$ cat config.mk
export PLATFORM = sky130hd
export DESIGN_NAME = gaas_cell
export DESIGN_NICKNAME = d
export VERILOG_FILES = /design/src/rtl/gaas_pkg.sv /design/src/rtl/gaas_cell.sv
export SDC_FILE = /design/constraint.sdc
export NUM_CORES = 1
export LEC_CHECK = 0
export BUFFER_PORTS_ARGS = -buffer_cell sky130_fd_sc_hd__buf_4
export CAP_MARGIN = 40
export CORE_MARGIN = 3
export CORE_UTILIZATION = 57
export DETAILED_ROUTE_END_ITERATION = 7
export GPL_TIMING_DRIVEN = 0
export PLACE_DENSITY = 0.95
export SLEW_MARGIN = 20
export SYNTH_ARGS = -nofsm -noshare
export SYNTH_HDL_FRONTEND = slang
export SYNTH_SLANG_ARGS = --single-unit
$ cat constraint.sdc
create_clock -name vclk -period 13.9
set_clock_uncertainty 0.2 [all_clocks]
set_input_delay 0.695 -clock vclk [all_inputs]
set_output_delay 0.695 -clock vclk [all_outputs]
set_load 0.005 [all_outputs]
$ cat src/rtl/gaas_pkg.sv
package gaas_pkg;
   localparam int MAX_QUERY_DEF = 1024;
   localparam int ALPHABET_DEF  = 24;
   localparam int TAB_DEPTH     = 1024;
   localparam int TAB_AW        = 10;

   localparam logic [1:0] OP_TABLE = 2'd0;
   localparam logic [1:0] OP_QUERY = 2'd1;
   localparam logic [1:0] OP_DB    = 2'd2;
   localparam logic [1:0] OP_SPARE = 2'd3;

   localparam logic CSR_GAP_OPEN   = 1'b0;
   localparam logic CSR_GAP_EXTEND = 1'b1;

   localparam logic signed [7:0] S8_MIN = -8'sd128;
   localparam logic signed [7:0] S8_MAX = 8'sd127;

   // Saturate a 10-bit signed value into the 8-bit score range.
   function automatic logic signed [7:0] sat8(input logic signed [9:0] v);
      logic signed [7:0] r;
      if (v < -10'sd128) r = S8_MIN;
      else if (v > 10'sd127) r = S8_MAX;
      else r = v[7:0];
      return r;
   endfunction

   function automatic logic signed [7:0] max8(input logic signed [7:0] a,
                                              input logic signed [7:0] b);
      return (a > b) ? a : b;
   endfunction

   // Column cell record kept per query row.
   typedef struct packed {
      logic signed [7:0] h;
      logic signed [7:0] e;
      logic [7:0]        m;
      logic [7:0]        l;
   } cell_type;
endpackage

$ cat src/rtl/gaas_cell.sv
// One dynamic programming cell: substitution add, three-way choice, gap updates.
module gaas_cell (
   input  logic signed [7:0] diag_h,
   input  logic [7:0]        diag_m,
   input  logic [7:0]        diag_l,
   input  logic signed [7:0] sub,
   input  logic              same,
   input  logic signed [7:0] f,
   input  logic [7:0]        f_m,
   input  logic [7:0]        f_l,
   input  gaas_pkg::cell_type old,
   input  logic [6:0]        gap_open,
   input  logic [6:0]        gap_extend,
   output gaas_pkg::cell_type nxt,
   output logic signed [7:0] f_nxt,
   output logic              hit_sat
);
   logic signed [7:0] d, h, ho;
   logic [7:0] hm, hl;

   always_comb begin
      d = gaas_pkg::sat8(10'(diag_h) + 10'(sub));
      if (d >= f && d >= old.e) begin
         h = d; hm = diag_m + {7'd0, same}; hl = diag_l + 8'd1;
      end else if (f >= old.e) begin
         h = f; hm = f_m; hl = f_l + 8'd1;
      end else begin
         h = old.e; hm = old.m; hl = old.l + 8'd1;
      end
      ho = gaas_pkg::sat8(10'(h) - 10'({1'b0, gap_open}));
      nxt.h = h;
      nxt.m = hm;
      nxt.l = hl;
      nxt.e = gaas_pkg::max8(gaas_pkg::sat8(10'(old.e) - 10'({1'b0, gap_extend})), ho);
      f_nxt = gaas_pkg::max8(gaas_pkg::sat8(10'(f) - 10'({1'b0, gap_extend})), ho);
      hit_sat = (h == gaas_pkg::S8_MIN) || (h == gaas_pkg::S8_MAX);
   end
endmodule

# Yosys cells after proc, flatten, opt, wreduce, memory -nomap -nowiden
# Cells that the tools add are included.
# word_totals
input_bits,103
wordCells,41
out_inout_bits,41
reg_bits,0
# classes
muxes,16
n_lt_le_gt_ge,13
add_sub_neg,8
n_eq_ne,2
reduce_logical,2
# ops
op,count
two-way mux 8 bit,16
> comparator 9 x 8 -> 1 bit (second input constant),4
less-than comparator 9 x 8 -> 1 bit (second input constant),4
subtractor 8 x 8 -> 9 bit,3
adder 8 x 1 -> 8 bit (second input constant),3
>= comparator 8 bit,3
equality test 8 bit (second input constant),2
> comparator 8 bit,2
adder 8 x 8 -> 9 bit,1
adder 8 x 1 -> 8 bit,1
logical AND 1 bit,1
logical OR 1 bit,1

# Depth between registers and ports, before layout
# depth
ltp_word,13
ltp_mapped,39
mapped_depth_nobuf,39

# Worst setup path before layout
# Ideal clock, no wire load.
# synth_path
path_type,input -> output
startpoint,input diag_h[0]
endpoint,output nxt[16] (netlist name)
setup_slack_ps,5337
cell_stages,36
t_arrival_ps,7668
t_required_ps,13005
path_buffers,0
path_cell_list,ha_1 > inv_1 > fa_1 > nor2b_4 > o221ai_1 > a21oi_1 > nor2_1 > o22ai_1 > or2_1 > ha_1 > a211o_1 > a21oi_1 > o211ai_1 > nand2_8 > mux2i_2 > inv_1 > ha_1 > fa_1 > nor2b_1 > o21ai_0 > a21boi_0 > o21ai_0 > nor2b_1 > or4b_1 > nand2_1 > nand2_1 > ha_1 > nor2b_1 > o21a_1 > o21a_1 > o21a_1 > o21a_1 > o21a_1 > o311ai_0 > o21ai_1 > mux2i_1
# synth_rtl
element,line,text
"start, declared",gaas_cell.sv:3,"input logic signed [7:0] diag_h,"
"end, declared",gaas_cell.sv:14,"output gaas_pkg::cell_type nxt,"

# Worst setup path after layout
# layout_path
startpoint,input diag_h[0]
endpoint,output f_nxt[2]
# layout_between
elab_chain_cells,13
word_cells_on_any_way,16
classes_between,add/sub: 2; order compare: 7; mux: 6; reduce/logical: 1
# layout_rtl
element,line,text
adder 8 x 8 -> 9 bit (*),gaas_cell.sv:22,d = gaas_pkg::sat8(10'(diag_h) + 10'(sub));
> comparator 9 x 8 -> 1 bit,gaas_pkg.sv:22,else if (v > 10'sd127) r = S8_MAX;
two-way mux 8 bit,gaas_pkg.sv:22,
two-way mux 8 bit (*),gaas_pkg.sv:21,if (v < -10'sd128) r = S8_MIN;
>= comparator 8 bit,gaas_cell.sv:23,if (d >= f && d >= old.e) begin
logical AND 1 bit,gaas_cell.sv:23,
two-way mux 8 bit (*),gaas_cell.sv:23,
subtractor 8 x 8 -> 9 bit (*),gaas_cell.sv:30,"ho = gaas_pkg::sat8(10'(h) - 10'({1'b0, gap_open}));"
> comparator 9 x 8 -> 1 bit,gaas_pkg.sv:22,
two-way mux 8 bit,gaas_pkg.sv:22,
two-way mux 8 bit (*),gaas_pkg.sv:21,
> comparator 8 bit,gaas_pkg.sv:29,return (a > b) ? a : b;
two-way mux 8 bit (*),gaas_pkg.sv:29,
"end, declared",gaas_cell.sv:15,"output logic signed [7:0] f_nxt,"
# Mark *: on every way between the ends. The rest lies on a longest branch, timed or not.

==> impl_metrics.yaml <==
power:
  p_sw_share_pct: 51.1
  p_leak_uw: 0.00269
  power-per-cell-area_mw_per_mm2: 145
  intPower_uw: 350
  p_seq_share_pct: 0
  irDropWorstVdd_v: 0.000170
  p_clk_share_pct: 0
  power.share.combinational_pct: 100.0
  p_sw_uw: 365
critical_path:
  critPathLaunch: "diag_h[0]"
  max_stage_delay_ns: 0.56
  critPathSlowestCell: "or4b_1"
  critPathArrivalTime_ns: 9.10
  start_kind: "primary input"
  timing.critical_path.mode_cell: "o21a_1"
  critPathCaptureType: "primary output"
  path_max_fanout: 9
  cp_data_required_time_ns: 13.01
  path_class: "in -> out"
route:
  drt_pass1_iterations: 5
  wl_per_cell_um: 16.0
  drtAntennaViolNets: 0
  vias: 4385
  routed_wl_mm: 11.6
  vias_per_cell: 6.03
  drt_iter0_drc: 206
  drc_errors: 0
grt:
  grt_usage_pct: 28.4
  overflow: 0
  grt_max_degree: 11
  grtUsageMet3_pct: 2.82
  use_met2_pct: 56.3
  top_usage_layer: "met2"
  grt_pass1_wl_mm: 18.2
  met1_usage_pct: 31.3
  grt_pass1_vias: 4196
  antenna_found_initial: 0
placement:
  io_buffers: 135
  place_congestion: 0.901
  dpl.hpwl_mm: 10.0
clock_tree:
  postCtsHoldBufs: 0
  cts_resized: 0
  postCtsSetupRepairBufs: 0
hold_path:
  hold_class: "in -> out"
  holdPathEnd: "nxt[14]"
  min_from: "old[14]"
  min_path_cells: 4
layout:
  post-route-util_pct: 76.8
  nFillCells: 476
  final_cell_mix: "buf_4, ha_1, inv_1, mux2i_1, nand2_1"
  nNetsFinal: 831
  antenna_cells: 0
  seq_area_um2: 0
  n_clock_buffer: 0
  drive_gt1_share_pct: 25.7
  final_common_cell: "buf_4"
  seq_cell_count: 0
  area_growth_pct: 29.5
floorplan:
  die_h_um: 87.8
  die_x_um: 87.8
  dieArea_mm2: 0.00770
  pin_count: 144
  row_count: 29
  start_util_pct: 59.3
  core_area_mm2: 0.00642
sta:
  rsz0062_at_grt: "false"
  slew_headroom_pct: 59.0
  fin_setup_tns_ns: 0
  max_freq_mhz: 100
  tightest_slew_ns: 0.612
  fin_crit_ns: 10.0
  hold_viol_final: 0
  maxSlewViolCount: 0
  setup_viol: 0
  finalCritPeriodShare_pct: 71.9
logic_synthesis:
  ys_warn_count: 0
  syn_inst: 513
  netlist_area_mm2: 0.00381
  ys_seq_area_share_pct: 0
  synth_nets: 692
  synthDistinctLibCells: 76
  avgSynthCellArea_um2: 7.43
status:
  outcome: "complete, no violations"
job:
  max_cap_violations: 0
## synthesized netlist by cell type (all sizes together) (2+ instances only)
master / n / area share (%)
ha: 72 / 24
inv: 67 / 6.6
mux2i: 41 / 11
nand2: 38 / 4.2
nor2: 36 / 3.7
o21ai: 35 / 4.6
a21oi: 27 / 3.5
a21o: 18 / 3.6
xnor2: 15 / 3.4
o21a: 14 / 2.8
mux2: 10 / 3.1
xor2: 10 / 2.3
nand3: 9 / 1.2
nor2b: 9 / 1.7
nor3: 7 / 1.1
a211oi: 6 / 1.4
o211ai: 6 / 1.2
a211o: 5 / 1.1
and2: 5 / 0.85
nand4: 5 / 0.82
o21bai: 5 / 1.4
or3: 5 / 0.82
a21boi: 4 / 0.79
buf: 4 / 0.85
clkbuf: 4 / 0.39
fa: 4 / 2.1
o22ai: 4 / 0.66
o311ai: 4 / 0.92
or2: 4 / 0.66
a2111oi: 3 / 1.3
a31oi: 3 / 0.49
and3: 3 / 0.49
nand2b: 3 / 0.49
nor3b: 3 / 0.59
and4: 2 / 0.46
nand3b: 2 / 0.39
o2111ai: 2 / 0.46
o211a: 2 / 0.53
## worst max-delay path: cells and delay by family
| family | cells | cell delay (ns) |
|---|---|---|
| fa+ha+maj | 6 | 1.90 |
| simple gates | 10 | 2.06 |
| buf+inv | 5 | 0.62 |
| mux | 2 | 0.59 |
| compound gates | 16 | 3.24 |
## power groups by stage
stage | clock, uW | combinational (uW) | sequential, uW
final | 0 | 716 | 0
after global routing | 0 | 786 | 0
after CTS | 0 | 698 | 0
after detailed placement | 0 | 694 | 0
after global placement | 0 | 661 | 0
after floorplan | 0 | 436 | 0
## kinds of logic (layout without fill, tap and decap cells)
family / Yosys count / after routing / synth area share (%)
mux: 51 / 51 / 14.3
simple gates: 136 / 136 / 18.6
buf+inv: 76 / 213 / 8.18
fa+ha+maj: 76 / 76 / 25.7
compound gates: 149 / 149 / 27.5
xor+xnor: 25 / 25 / 5.75
## per-layer routing
metal	vias to the layer above	routed length, um	share of wire (%)
met4	0	378	3.3
li1	2156	-	-
met5	-	0	0
met2	164	6150	53
met3	39	627	5.4
met1	2026	4450	38
## final cells by class
class	count	area (um^2)	area share, %
plain buffers	9	60.1	1.22
inverters	67	251	5.10
multi-input cells	437	3500	70.9
well taps	77	96.3	1.95
repair buffers	137	1030	20.8
## how the worst max path moves through the flow
stage / endpoint / slack (ns) / cells past startpoint
6_report: f_nxt[2] / 3.90 / 39
5_1_grt: f_nxt[1] / 3.30 / 39
4_1_cts: nxt[20] / 3.96 / 38
3_5_place_dp: f_nxt[7] / 3.99 / 38
3_3_place_gp: f_nxt[1] / 4.29 / 38
2_1_floorplan: nxt[16] / 5.34 / 36
## metrics by stage
| step | std cells | power (uW) | instance area [um^2] | hold slack, ns | setup slack (ns) |
|---|---|---|---|---|---|
| after floorplan | 513 | 436 | 3810 | 1.36 | 5.34 |
| after global placement | 725 | 661 | 4920 | 1.55 | 4.29 |
| after detailed placement | 725 | 694 | 4920 | 1.56 | 3.99 |
| after CTS | 725 | 698 | 4920 | 1.56 | 3.96 |
| after global routing | 727 | 786 | 4930 | 1.59 | 3.30 |
| final | 727 | 716 | 4930 | 1.55 | 3.90 |
Note: power is estimated with default switching activity, not from simulation.
